--- config.mk ---
export PLATFORM = sky130hd
export DESIGN_NAME = plr_edge
export DESIGN_NICKNAME = d
export VERILOG_FILES = /design/src/sv/plr_pkg.sv /design/src/sv/plr_edge.sv
export SDC_FILE = /design/constraint.sdc
export NUM_CORES = 2
export LEC_CHECK = 0
export BUFFER_PORTS_ARGS = -buffer_cell sky130_fd_sc_hd__buf_2
export CAP_MARGIN = 20
export CORE_UTILIZATION = 50
export CTS_CLUSTER_SIZE = 30
export DETAILED_ROUTE_END_ITERATION = 8
export HOLD_SLACK_MARGIN = 0.05
export PLACE_DENSITY = 0.68
export SYNTH_ARGS = -nofsm -noshare
export SYNTH_HDL_FRONTEND = slang
export SYNTH_SLANG_ARGS = --single-unit
--- constraint.sdc ---
create_clock -name clk -period 12.91 [get_ports clk]
set_input_delay 2.582 -clock clk [delete_from_list [all_inputs] [get_ports clk]]
set_output_delay 2.582 -clock clk [all_outputs]
set_load 0.005 [all_outputs]
--- src/sv/plr_pkg.sv ---
// ----------------------------------------------------------------------------
// plr_pkg
// Shared constants, types and codes for the polygon region lookup block.
// ----------------------------------------------------------------------------
package plr_pkg;

  localparam int MAX_VERTICES = 256;
  localparam int MAX_POLYGONS = 16;
  localparam int COORD_BITS   = 16;

  localparam int VA  = $clog2(MAX_VERTICES);      // vertex RAM address bits
  localparam int VCW = $clog2(MAX_VERTICES + 1);  // vertex count bits
  localparam int PCW = $clog2(MAX_POLYGONS + 1);  // polygon count bits
  localparam int DW  = COORD_BITS + 1;            // coordinate difference bits
  localparam int PW  = 2 * DW;                    // product bits

  typedef logic signed [COORD_BITS-1:0] coord_t;
  typedef logic signed [DW-1:0]         diff_t;
  typedef logic signed [PW-1:0]         prod_t;

  // function codes of a request
  localparam logic [1:0] FUNC_CLEAR  = 2'd0;
  localparam logic [1:0] FUNC_APPEND = 2'd1;
  localparam logic [1:0] FUNC_QUERY  = 2'd2;

  // status codes of a result
  localparam logic [1:0] ST_OK        = 2'd0;
  localparam logic [1:0] ST_VERT_FULL = 2'd1;
  localparam logic [1:0] ST_POLY_FULL = 2'd2;

  // configuration registers
  localparam logic      REG_NO_REGION   = 1'b0;
  localparam logic [7:0] NO_REGION_RESET = 8'd255;

  // one polygon descriptor, held by a cell of the table chain
  typedef struct packed {
    logic [VCW-1:0] first;
    logic [VCW-1:0] count;
    logic [7:0]     region;
  } plr_poly_t;

  // one edge handed to the crossing test
  typedef struct packed {
    logic   valid;
    coord_t x1;
    coord_t y1;
    coord_t x2;
    coord_t y2;
  } plr_edge_t;

endpackage

--- src/sv/plr_edge.sv ---
// ----------------------------------------------------------------------------
// plr_edge
// Two-stage crossing test of one edge against the query point, with the
// running crossing parity of the current polygon.
// ----------------------------------------------------------------------------
module plr_edge (
  input  logic              clk,
  input  logic              rst,
  input  logic              clr,
  input  plr_pkg::plr_edge_t edge_in,
  input  plr_pkg::coord_t   qx,
  input  plr_pkg::coord_t   qy,
  output logic              parity
);

  plr_pkg::coord_t ylo, yhi, xhi;
  plr_pkg::diff_t  dxq, dy, dyq, dx;
  logic            cond_a, vert_a, dpos_a;

  logic            valid_b, cond_b, vert_b, dpos_b;
  plr_pkg::prod_t  p1, p2;
  logic            hit;

  always_comb begin
    ylo    = (edge_in.y1 < edge_in.y2) ? edge_in.y1 : edge_in.y2;
    yhi    = (edge_in.y1 < edge_in.y2) ? edge_in.y2 : edge_in.y1;
    xhi    = (edge_in.x1 < edge_in.x2) ? edge_in.x2 : edge_in.x1;
    dxq    = plr_pkg::DW'(qx) - plr_pkg::DW'(edge_in.x1);
    dy     = plr_pkg::DW'(edge_in.y2) - plr_pkg::DW'(edge_in.y1);
    dyq    = plr_pkg::DW'(qy) - plr_pkg::DW'(edge_in.y1);
    dx     = plr_pkg::DW'(edge_in.x2) - plr_pkg::DW'(edge_in.x1);
    cond_a = (qy > ylo) && (qy <= yhi) && (qx <= xhi) && (edge_in.y1 != edge_in.y2);
    vert_a = (edge_in.x1 == edge_in.x2);
    dpos_a = (edge_in.y2 > edge_in.y1);
  end

  // stage A: conditions and the two cross products
  always_ff @(posedge clk) begin
    if (rst) begin
      valid_b <= 1'b0;
    end else begin
      valid_b <= edge_in.valid;
    end
    cond_b <= cond_a;
    vert_b <= vert_a;
    dpos_b <= dpos_a;
    p1     <= dxq * dy;
    p2     <= dyq * dx;
  end

  // qx left of or on the intersection, compared without division
  assign hit = cond_b && (vert_b || (dpos_b ? (p1 <= p2) : (p1 >= p2)));

  always_ff @(posedge clk) begin
    if (rst || clr) begin
      parity <= 1'b0;
    end else if (valid_b && hit) begin
      parity <= ~parity;
    end
  end

endmodule

## Yosys cells after proc, flatten, opt, wreduce, memory -nomap -nowiden

Index checks and enable logic that the tools add are counted.

- Latch bits: 0
- Memories kept: 0
- Logic and storage cells: 35
- Register bits after elaboration: 73
- Output and inout port bits: 1
- Memory bits (writable): 0
- Memory bits (read-only): 0

- $lt $le $gt $ge: 8
- Divide/modulo/power cells: 0
- Reduce and logical (&&, ||, !) cells: 7
- Bitwise gates (word level): 1
- Muxes and demuxes: 4
- Multipliers: 2
- Shifts and indexed selects: 0
- Eq/ne operators: 2
- Add/sub/neg operators: 4

Operators with widths:

| kind | number |
|---|---|
| $mul A17 B17 Y34 | 2 |
| $sub A16 B16 Y17 | 4 |
| $mux W16 | 3 |
| $ge A34 B34 Y1 | 1 |
| $le A34 B34 Y1 | 1 |
| $gt A16 B16 Y1 | 2 |
| $le A16 B16 Y1 | 2 |
| $lt A16 B16 Y1 | 2 |
| $eq A16 B16 Y1 | 1 |
| $ne A16 B16 Y1 | 1 |
| $logic_and A1 B1 Y1 | 5 |
| $logic_or A1 B1 Y1 | 2 |
| $mux W1 | 1 |
| $not A1 Y1 | 1 |

## Depth between registers and ports, before layout

- Depth in word-level cells: 6
- Depth in mapped cells: 39

## Worst setup path before layout

No wires, ideal clock.

- Path kind: input-to-reg
- Start: input qx[0]
- End: register p1[33]
- Arrival: 10.268 ns
- Required time: 12.838 ns
- Setup slack: 2.569 ns
- Cell stages on the path: 36
- Cell sequence: inv_1 -> ha_1 -> inv_1 -> fa_1 -> a21o_1 -> a21oi_4 -> o21bai_2 -> a31o_1 -> a41oi_2 -> nor2b_1 -> o21ai_1 -> xor2_1 -> buf_2 -> nand2_1 -> fa_1 -> inv_1 -> fa_1 -> inv_1 -> fa_1 -> inv_1 -> fa_1 -> fa_1 -> inv_1 -> fa_1 -> inv_1 -> ha_1 -> clkbuf_1 -> a21oi_1 -> o211ai_1 -> a31oi_1 -> o2111ai_1 -> a2111oi_2 -> a21oi_1 -> a211o_1 -> a21oi_2 -> xnor2_1

- Longest elaborated chain between the ends: 2

RTL lines:

| element | RTL line | source |
|---|---|---|
| from (decl) | plr_edge.sv:11 | `input plr_pkg::coord_t qx,` |
| $sub A16 B16 Y17 | plr_edge.sv:28 | `dxq = plr_pkg::DW'(qx) - plr_pkg::DW'(edge_in.x1);` |
| $mul A17 B17 Y34 | plr_edge.sv:47 | `p1 <= dxq * dy;` |
| to (signal assigned) | plr_edge.sv:47 |  |
| to (decl) | plr_edge.sv:21 | `plr_pkg::prod_t p1, p2;` |

No other way between the ends.
A chain may end at the register's enable or synchronous reset.

## Worst setup path after layout

Same ends and word-level chain as after synthesis.

==> reports/qor.txt <==
Post-Syn Area: 0.0291 mm^2
Fill count: 5403
Synthesis-stage register bit count: 73
Slew Viols, Final: 0
Fin crit period: 11.12 ns
Metal2 WL: 37.2 mm
CP endpoint kind: flop
Worst hold path class: reg -> reg
Share of post-route cells with drive strength above 1: 0.0689
RSZ-0062 raised after global routing: false
Core footprint: 0.0576 mm^2
Worst Clk Skew: 0.00957 ns
Row cnt: 88
Final Wtd Congestion: 0.946
Hold Vio Cnt, Final: 0
Crit Path Max Fanout: 12
Max-slew headroom: 0.177
Reg clk slew, reported paths: 0.06 ns
Top layer used by detailed routing: met5
Post_cts resized: 0
Most common cell in the netlist: inv_1
Max frequency: 0.0899 GHz
Post-Synth Adder-Cell Area: 0.547
Clock Tree Buf Depth: 2
Maxcap violations: 0
Cts hold-fix bufs: 0
Total number of vias: 23200
Die height: 243 um
CP max stage delay: 0.77 ns
Synth Flop Type: dfxtp_1
Distinct cells, synth: 91
Clk sinks: 73
H-Tree Level Count: 3
Final period util: 0.862
Drt initial violations: 1644
Largest family of logic cells by synthesized area: adder cells
Number of synthesized flops with an enable pin: 0
Nets: 4405
Post-Synth XOR/XNOR Area: 0.0443
Worst path slowest cell: nor2_1
Setup CP Type: in -> reg
Largest net degree at the start of global routing: 51
Syn Inst Count: 3309
Port buffer count: 100
Area leader, netlist: fa_1
Vias in the first global route: 23900
Post-route ant nets: 0
Clk_lat worst skew: 0.34 ns
Area added between synthesis and finish: 6.64%
Final setup fails: 0
Die ar.: 0.0591 mm^2
GRT Total Usage: 0.279
Startpoint Class: input port
Via-per-instance ratio: 5.58
Yosys warns: 0
Post-CTS Setup Inserts: 0
Post-synth top cells: inv_1 (700), fa_1 (596), nand2_1 (369)
Mapped Avg Cell Area: 8.78 um^2
CP Data Required Time: 13.12 ns
Initial Utilization: 0.505
Die Width: 243 um
First-pass GRT wire length: 128 mm
Cell area after layout: 0.0310 mm^2
Met3 Wirelength: 6.17 mm
IO Pins: 101
Top post-synthesis cells by area: fa_1 (41%), ha_1 (14%), inv_1 (9.0%)
Setup_tns: 0 ns
Synth Area in Simple Gates: 0.143
Proportion of synthesized area in mux cells: 0.00663
Post-synthesis compound-gate area fraction: 0.105
Net Count, Synth: 4321
WL met1: 33.8 mm
Root Buffer: clkbuf_16
Final WL: 80.3 mm
CTS tree: done
Async set or reset register ratio after synthesis: 0
Status: completed
Total gr overflow: 0
DRT Pass-1 Iters: 8
Inserted Clock Buffers: 9
Post-synthesis sequential area ratio: 0.0503
Initial antenna violation count: 16
Synth top area share: 0.411
Wire length per cell: 19.3 um
Slew @ Worst Pin: 1.23 ns
DP HPWL: 68.5 mm
Dpl cell area: 0.0306 mm^2
DRC viols: 0
WP data arrival: 11.33 ns
-- layout make-up --
class,count,area (um^2),share of cell area
timing repair buffer,170,1030,0.0333
clock inverter,2,10.0,0.000323
clock buffer,14,284,0.00916
sequential,73,1460,0.0471
tap,765,957,0.0309
antenna,4,10.0,0.000323
inverter,700,2630,0.0848
multi-input combinational,2439,24600,0.794
-- flip-flops by register name, indices dropped and copies added, names as in the netlist --
name / cells
p1: 34
p2: 34
cond_b: 1
dpos_b: 1
parity: 1
valid_b: 1
vert_b: 1
-- per-layer routing --
layer  up-vias  track usage
met5         -            0
met4        14        0.101
met3       183       0.0503
met2       872        0.448
met1     11600        0.376
li1      10500            -
-- kinds of logic (layout without fill, tap and decap cells) --
logic type / Yosys count / count (layout)
DFF: 73 / 73
other: 0 / 4
xor gates and xnor gates: 146 / 146
adders and majority gates: 912 / 912
buffers and inverters: 797 / 886
muxes: 19 / 19
and+or+nand+nor: 928 / 928
AOI/OAI and AO/OA: 434 / 434
-- metrics by stage --
stage / hold slack, ns / std cells / setup WS (ns) / utilization
finish: 0.538 / 4167 / 1.79 / 0.538
global route: 0.563 / 4163 / 1.23 / 0.538
CTS: 0.540 / 4158 / 1.79 / 0.537
detailed placement: 0.526 / 4142 / 1.47 / 0.532
global placement: 0.529 / 4141 / 1.62 / 0.532
floorplan: 0.510 / 3309 / 2.57 / -
-- path summary, 6_finish.rpt --
check	end	slack, ns	depth (start not counted)	start
hold / removal	parity	0.54	3	cond_b
setup reg to reg	parity	10.06	11	p2[3]
setup / recovery	p1[33]	1.79	35	qx[0]
hold reg to reg	parity	0.54	3	cond_b
-- worst max-delay path: cells and delay by family --
kind / cells / cell delay (ns)
compound gates: 12 / 2.64
xor+xnor: 1 / 0.07
simple gates: 5 / 1.66
fa+ha+maj: 9 / 3.92
buf+inv: 8 / 0.45
-- cells in the final DEF (no fill, tap or decap), types with 5 or more instances in the layout --
master and instances:
nor2b_1 50, nor3_1 38, a22o_1 21, or2_2 10
buf_4 68, xnor2_1 92, inv_1 700, a211o_1 6
xnor2_2 6, xor2_1 48, o211ai_1 7, and2_1 36
nand2b_1 44, a22oi_1 14, a31oi_1 28, o21a_1 23
and3_1 14, ha_1 316, o21ai_0 56, mux2i_1 17
nand3_1 27, a311oi_1 20, nand4_1 26, a21oi_1 108
clkbuf_16 9, o21ai_1 10, o31ai_1 16, a21o_1 48
or3_1 8, nor2_1 278, buf_2 101, nor4_1 7
nand2_1 369, dfxtp_1 73, a211oi_1 11, and4_1 5
fa_1 596
Power is not shown: default switching activity piles up to over one toggle a cycle in this logic, so the estimate is an artifact.
