**src/sv/plr_pkg.sv**
```systemverilog
// ----------------------------------------------------------------------------
// plr_pkg
// Shared constants, types and codes for the polygon region lookup block.
// ----------------------------------------------------------------------------
package plr_pkg;

  localparam int MAX_VERTICES = 256;
  localparam int MAX_POLYGONS = 16;
  localparam int COORD_BITS   = 16;

  localparam int VA  = $clog2(MAX_VERTICES);      // vertex RAM address bits
  localparam int VCW = $clog2(MAX_VERTICES + 1);  // vertex count bits
  localparam int PCW = $clog2(MAX_POLYGONS + 1);  // polygon count bits
  localparam int DW  = COORD_BITS + 1;            // coordinate difference bits
  localparam int PW  = 2 * DW;                    // product bits

  typedef logic signed [COORD_BITS-1:0] coord_t;
  typedef logic signed [DW-1:0]         diff_t;
  typedef logic signed [PW-1:0]         prod_t;

  // function codes of a request
  localparam logic [1:0] FUNC_CLEAR  = 2'd0;
  localparam logic [1:0] FUNC_APPEND = 2'd1;
  localparam logic [1:0] FUNC_QUERY  = 2'd2;

  // status codes of a result
  localparam logic [1:0] ST_OK        = 2'd0;
  localparam logic [1:0] ST_VERT_FULL = 2'd1;
  localparam logic [1:0] ST_POLY_FULL = 2'd2;

  // configuration registers
  localparam logic      REG_NO_REGION   = 1'b0;
  localparam logic [7:0] NO_REGION_RESET = 8'd255;

  // one polygon descriptor, held by a cell of the table chain
  typedef struct packed {
    logic [VCW-1:0] first;
    logic [VCW-1:0] count;
    logic [7:0]     region;
  } plr_poly_t;

  // one edge handed to the crossing test
  typedef struct packed {
    logic   valid;
    coord_t x1;
    coord_t y1;
    coord_t x2;
    coord_t y2;
  } plr_edge_t;

endpackage

```
**src/sv/plr_cell.sv**
```systemverilog
// ----------------------------------------------------------------------------
// plr_cell
// One polygon table cell: holds a descriptor, loads it on the append that
// closes a polygon and hands it to its neighbor when the table chain rotates.
// ----------------------------------------------------------------------------
module plr_cell (
  input  logic              clk,
  input  logic              load,
  input  plr_pkg::plr_poly_t load_data,
  input  logic              shift,
  input  plr_pkg::plr_poly_t shift_in,
  output plr_pkg::plr_poly_t data
);

  always_ff @(posedge clk) begin
    if (load) begin
      data <= load_data;
    end else if (shift) begin
      data <= shift_in;
    end
  end

endmodule

```
**config.mk**
```make
export PLATFORM = sky130hd
export DESIGN_NAME = plr_cell
export DESIGN_NICKNAME = d
export VERILOG_FILES = /design/src/sv/plr_pkg.sv /design/src/sv/plr_cell.sv
export SDC_FILE = /design/constraint.sdc
export NUM_CORES = 1
export LEC_CHECK = 0
export CAP_MARGIN = 20
export CELL_PAD_IN_SITES_DETAIL_PLACEMENT = 1
export CELL_PAD_IN_SITES_GLOBAL_PLACEMENT = 1
export CORE_MARGIN = 1
export CORE_UTILIZATION = 45
export CTS_BUF_LIST = sky130_fd_sc_hd__clkbuf_2
export DETAILED_ROUTE_END_ITERATION = 10
export DONT_BUFFER_PORTS = 1
export PLACE_DENSITY_LB_ADDON = 0.1
export SETUP_SLACK_MARGIN = 0.1
export SLEW_MARGIN = 20
export SYNTH_ARGS = -nofsm -noshare
export SYNTH_HDL_FRONTEND = slang
export SYNTH_SLANG_ARGS = --single-unit
```
**constraint.sdc**
```tcl
create_clock -name clk -period 1.63 [get_ports clk]
set_clock_uncertainty 0.1 [all_clocks]
set_input_delay 0.163 -clock clk [delete_from_list [all_inputs] [get_ports clk]]
set_output_delay 0.163 -clock clk [all_outputs]
set_load 0.01 [all_outputs]
```
Yosys cells after proc, flatten, opt, wreduce, memory -nomap -nowiden:

Index checks and enable logic that the tools add are counted.

* flip-flop bits (word level): 26
* bits in latches: 0
* RAM bits: 0
* memory bits (read-only): 0
* word-level logic and storage cells: 6
* memories kept: 0

* $add $sub $neg: 0
* multiply operators: 0
* div/mod/pow operators: 0
* order comparisons: 0
* equality and inequality tests: 0
* shift-type cells: 0
* muxes and demuxes: 2
* bitwise operators: 0
* reductions and logical operators: 1

Operators with widths (number)
* 2-to-1 mux 26 bit: 2
* nonzero test 2 bit: 1

Longest topological paths before layout:

Gate-level depths: netlist of run 1.

* depth after elaboration: 2
* mapped depth: 3
* depth with buffers taken out: 1

Worst setup path before layout of run 1:

Ideal clock, no wire load.

* path kind: input to register
* from: input port load
* to: register data[0] (netlist bit) (enable)
* setup time: 0.384 ns
* arrival: 1.064 ns
* path slack: 0.083 ns
* stages: 3
* path buffers: 2
* path through: buf_6 > buf_12 > or2_1

* cells in the longest elaborated chain, start to end: 1

Ends and longest elaborated chain
* start: declaration: line plr_cell.sv:8 `input logic load,`
* nonzero test 2 bit (no source line)
* end signal: assignment: line plr_cell.sv:17 `data <= load_data;`
* end signal: assignment: line plr_cell.sv:19 `data <= shift_in;`
* end: declaration: line plr_cell.sv:12 `output plr_pkg::plr_poly_t data`

No other way between the ends.
A chain may end at the register's enable or synchronous reset.

Worst setup path after layout of run 1:

* from: input port load_data[9] (netlist bit)
* to: register data[9] (netlist bit) (data pin)

* cells in the longest elaborated chain, start to end: 1

Ends and longest elaborated chain
* start: declaration: line plr_cell.sv:9 `input plr_pkg::plr_poly_t load_data,`
* 2-to-1 mux 26 bit: line plr_cell.sv:16 `if (load) begin`

No other way between the ends.

==> flow_summary.yaml, run 1 <==
setup_path:
  cp_num_buf_inv: 2
  crit_start: "load_data[9]"
  crit_path_cell_trace: "dlygate4sd3_1 -> mux2_4 -> dlygate4sd3_1"
  path_depth: 3
  slowest_delay_ps: 580
  crit_arrival_ps: 1560
  path_class: "in -> reg"
  critPathLaunchType: "input pin"
  end_kind: "flop"
  endpoint: "data[9]"
  cp_slowest_cell: "dlygate4sd3_1"
  path_common_cell: "dlygate4sd3_1"
  critical_path.top_delay_family: "buffers and inverters"
  crit_required_ps: 1690
  crit_fanout: 1
power_and_ir_drop:
  p_leak_nw: 0.6820
  clock_power_share_pct: 18.7
  p_per_area_nw_per_um2: 795.1
  peakVddDrop_v: 0.0005266
  switching_share_pct: 23.62
  power.internal_w: 0.001049
  p_total_w: 0.001374
  power_frac_comb_pct: 16.3
  seqPwrFrac_pct: 65.0
  p_switching_w: 0.0003244
routing:
  ant_nets: 0
  drtIter0Drc: 8
  drt_pass1_iterations: 4
  wl_per_cell_um: 22.37
  routed_wl_mm: 3.109
  post-route-drc-count: 0
  num_vias: 725
  viasPerCell: 5.216
timing:
  finalMaxSlewViolations: 0
  fmax_mhz: 665.8
  layout_min_cycle_time_ps: 1502
  fin_setup_tns_ps: 0
  worst_pin_slew_ps: 617.2
  hold_viol: 0
  setup_viol: 0
  post-route-period-util_pct: 92.14
  relSlewSlack_pct: 58.86
  grt_setup_unrepaired: "no"
floorplan:
  dieArea_sq_um: 2883
  start_util_pct: 48.10
  row_count: 18
  die_h_um: 53.69
  boundaryPins: 81
  core_area_sq_um: 2500
  die_x_um: 53.69
cts:
  cts_sinks: 26
  cts_resized: 0
  h-tree-depth: 1
  cts-buffers-inserted: 3
  cts_root_buffer: "clkbuf_2"
  ctsLongestPathBuffers: 2
  cts_tree: "built"
  clk_pin_slew_ps: 270
global_route:
  antenna_found_initial: 0
  grtUsageTotal_pct: 21.79
  grt_max_degree: 28
  grt_pass1_vias: 756
  grt_pass1_wl_mm: 4.236
  grt_overflow: 0
yosys:
  synth_common_cells: "edfxtp_1, mux2_4, mux2_2"
  synth_edf_count: 26
  ys_ff_latch: 26
  synth_ff_type: "edfxtp_1"
  synth.top_cells.by_area: "edfxtp_1, mux2_4, mux2_2"
  synth_cell_types: 6
  synthArstFlopShare_pct: 0
  yosysSeqAreaShare_pct: 64.93
  syn_area_per_cell_sq_um: 21.47
  synth_fp_nets: 111
  syn_inst: 56
  synth_area_leader_cell: "edfxtp_1"
  synth.most_common_cell: "edfxtp_1"
  synth_area_sq_um: 1202
  yosysTopAreaCellShare_pct: 64.93
  ys_warn_count: 0
layout:
  final-seq-area_sq_um: 780.7
  top_register: "data"
  largest_reg_flops: 26
  top_regs: "data x26"
  drive_above_1_share_pct: 27.52
  fill_cells: 211
  final_net_count: 165
  multi_input_area_sq_um: 370.4
  num_antenna_cells: 0
  synthToLayoutAreaGrowth_pct: 43.70
hold_path:
  hold_class: "in -> reg"
place:
  io_buffers: 0
  routabilityCongestion: 0.6008
  place_hpwl_mm: 1.606
outcome:
  status: "complete, no violations"
run:
  maxCapViolCount: 0
## through the flow
step / instances / hold WS, ps / setup slack, ps / cell area (sq um) / utilization [%]
global placement: 83 / 281.1 / 518.0 / 1189 / 47.55
finish: 139 / 426.0 / 128.1 / 1728 / 69.12
detailed placement: 83 / 282.9 / 486.5 / 1189 / 47.55
global route: 139 / 407.7 / 145.6 / 1728 / 69.12
floorplan: 56 / 280.5 / 301.6 / 1202 / -
CTS: 139 / 434.1 / 141.5 / 1728 / 69.12
## cell families after synthesis
kind of cell           synth area share, %
and+or+nand+nor                     0.5206
buffers and inverters                4.266
DFF                                  64.93
muxes                                30.28
## power groups by stage
stage	logic (W)	registers, W	clock network [W]
floorplan	0.000111	0.000896	0
global placement	0.0000897	0.000906	0
detailed placement	0.0000955	0.000909	0
CTS	0.000215	0.000894	0.000246
global route	0.000238	0.000904	0.000286
finish	0.000224	0.000893	0.000256
## repair_timing
action | CTS | global route
buffers inserted | 0 | 0
endpoints found under the hold margin | 26 | 0
hold buffers | 52 | 0
## cells in the final DEF, fill, tap and decap left out, drive strengths merged
cell	synthesis	layout
or2	1	1
mux2	26	26
dlygate4sd3	0	52
edfxtp	26	26
clkbuf	0	3
clkinv	0	1
## layout make-up
cell class                      instances  share of cell area [%]
Sequential cell                        26                   45.18
Multi-Input combinational cell         27                   21.43
Timing Repair Buffer                   52                   30.12
Clock buffer                            3                  0.8689
Clock inverter                          1                  0.2172
Tap cell                               30                   2.172
## worst min-delay path by stage
stage	from	depth (start not counted)	slack, ps	end
6_report	shift_in[10]	2	430	data[10]
5_1_grt	shift_in[12]	2	410	data[12]
4_1_cts	shift_in[4]	2	430	data[4]
3_3_place_gp	load_data[5]	1	280	data[5]
3_5_place_dp	load_data[14]	1	280	data[14]
2_1_floorplan	load_data[10]	1	280	data[10]
## per-layer routing
layer	routed length [um]	global-route usage [%]	vias to the layer above
li1	-	-	324
met1	1270	27.01	354
met2	1594	36.01	41
met3	189	5.085	6
met4	55	9.211	0
met5	0	0	-
No activity file was read; power rests on OpenSTA's default activity.
==> inputs of run 2 (changes only) <==
--- a/config.mk
+++ b/config.mk
@@ -8,12 +8,15 @@
 export CAP_MARGIN = 20
 export CELL_PAD_IN_SITES_DETAIL_PLACEMENT = 1
 export CELL_PAD_IN_SITES_GLOBAL_PLACEMENT = 1
+export CORE_ASPECT_RATIO = 1.75
 export CORE_MARGIN = 1
 export CORE_UTILIZATION = 45
 export CTS_BUF_LIST = sky130_fd_sc_hd__clkbuf_2
 export DETAILED_ROUTE_END_ITERATION = 10
 export DONT_BUFFER_PORTS = 1
+export GPL_ROUTABILITY_DRIVEN = 0
 export PLACE_DENSITY_LB_ADDON = 0.1
+export RECOVER_POWER = 100
 export SETUP_SLACK_MARGIN = 0.1
 export SLEW_MARGIN = 20
 export SYNTH_ARGS = -nofsm -noshare
==> flow_summary.yaml, run 2 (synthesis gave the netlist of run 1 again) <==
layout:
  layout_common_cells: "dlygate4sd3_1, edfxtp_1, mux2_1"
  num_antenna_cells: 0
  largest_reg_flops: 26
  top_regs: "data x26"
  top_register: "data"
  final_common_cell: "dlygate4sd3_1"
  final_net_count: 165
  synthToLayoutAreaGrowth_pct: 37.36
  fin_cells: 135
  post-route-util_pct: 65.48
  fill_cells: 233
  drive_above_1_share_pct: 9.174
setup_path:
  crit_fanout: 1
  critical_path.top_delay_family: "buffers and inverters"
  end_kind: "flop"
  slowest_delay_ps: 580
  crit_path_cell_trace: "dlygate4sd3_1 -> mux2_1 -> dlygate4sd3_1"
  path_common_cell: "dlygate4sd3_1"
  cp_slowest_cell: "dlygate4sd3_1"
  cp_num_buf_inv: 2
  critPathLaunchType: "input pin"
  crit_required_ps: 1660
  path_class: "in -> reg"
  crit_arrival_ps: 1600
global_route:
  grtUsageTotal_pct: 20.36
  grt_max_degree: 28
  grt_pass1_vias: 843
  grt_pass1_wl_mm: 3.870
  antenna_found_initial: 0
  grt_overflow: 0
power_and_ir_drop:
  peakVddDrop_v: 0.0004630
  p_per_area_nw_per_um2: 801.6
  p_leak_nw: 0.6019
timing:
  fin_setup_tns_ps: 0
  hold_viol: 0
  setup_viol: 0
  grt_setup_unrepaired: "no"
  fmax_mhz: 637.9
  hold_ws_ps: 403.4
  finalMaxSlewViolations: 0
  worst_pin_slew_ps: 1037
  post-route-period-util_pct: 96.18
  layout_min_cycle_time_ps: 1568
  relSlewSlack_pct: 30.90
place:
  io_buffers: 0
  place_inst: 79
cts:
  cts_root_buffer: "clkbuf_2"
  h-tree-depth: 1
  ctsLongestPathBuffers: 2
  cts_sinks: 26
  clk_pin_slew_ps: 240
  cts-buffers-inserted: 3
  cts_resized: 0
  post-cts-setup-buffers: 0
  cts_tree: "built"
run:
  maxCapViolCount: 0
routing:
  num_vias: 727
  ant_nets: 0
  wl_per_cell_um: 20.00
  routed_wl_mm: 2.700
  post-route-drc-count: 0
  drt_pass1_iterations: 3
  drtIter0Drc: 9
  viasPerCell: 5.385
hold_path:
  hold_class: "in -> reg"
floorplan:
  start_util_pct: 47.67
  boundaryPins: 81
  core_area_sq_um: 2522
  dieArea_sq_um: 2891
  die_h_um: 70.38
  die_x_um: 41.08
  row_count: 24
outcome:
  status: "complete, no violations"
## run 2: cell counts in the layout (fill, tap and decap cells not counted)
Identical to the previous run, type by type.
## run 2: layout make-up
type / count / area, sq um / share of cell area [%]
clock buffers: 3 / 15.01 / 0.9091
clock inverters: 1 / 3.754 / 0.2273
multi-input cells: 27 / 299.0 / 18.11
flip-flops and latches: 26 / 780.7 / 47.27
well taps: 26 / 32.53 / 1.970
repair buffers: 52 / 520.5 / 31.52
## run 2: timing repair
item                                    CTS  global route
hold buffers                             52             0
endpoints found under the hold margin    26             0
endpoints found under the setup margin    0             0
## run 2: worst paths after layout
kind / startpoint / endpoint / slack [ps] / depth (start not counted)
worst min-delay path: shift_in[21] / data[21] / 400 / 2
worst max-delay path: load_data[19] / data[19] / 60 / 3
## run 2: stage by stage
step	setup slack (ps)	power (W)	area (sq um)
6_report	62.32	0.001324	1652
3_5_place_dp	497.4	0.001005	1184
4_1_cts	167.8	0.001354	1723
2_1_floorplan	301.6	0.001006	1202
3_3_place_gp	520.3	0.0009983	1184
5_1_grt	98.70	0.001377	1652
## run 2: power breakdown
| part | internal (W) | switching [W] | leakage [nW] |
|---|---|---|---|
| clock | 0.0000532 | 0.000190 | 0.0140 |
| combinational | 0.000139 | 0.0000496 | 0.323 |
| sequential | 0.000825 | 0.0000667 | 0.265 |
| total | 0.00102 | 0.000306 | 0.602 |
## run 2: layer usage
metal / track usage, % / part of all wire [%]
met3: 5.714 / 8.4
met1: 16.67 / 31
met4: 7.778 / 1.6
met5: 0 / 0
met2: 38.72 / 59
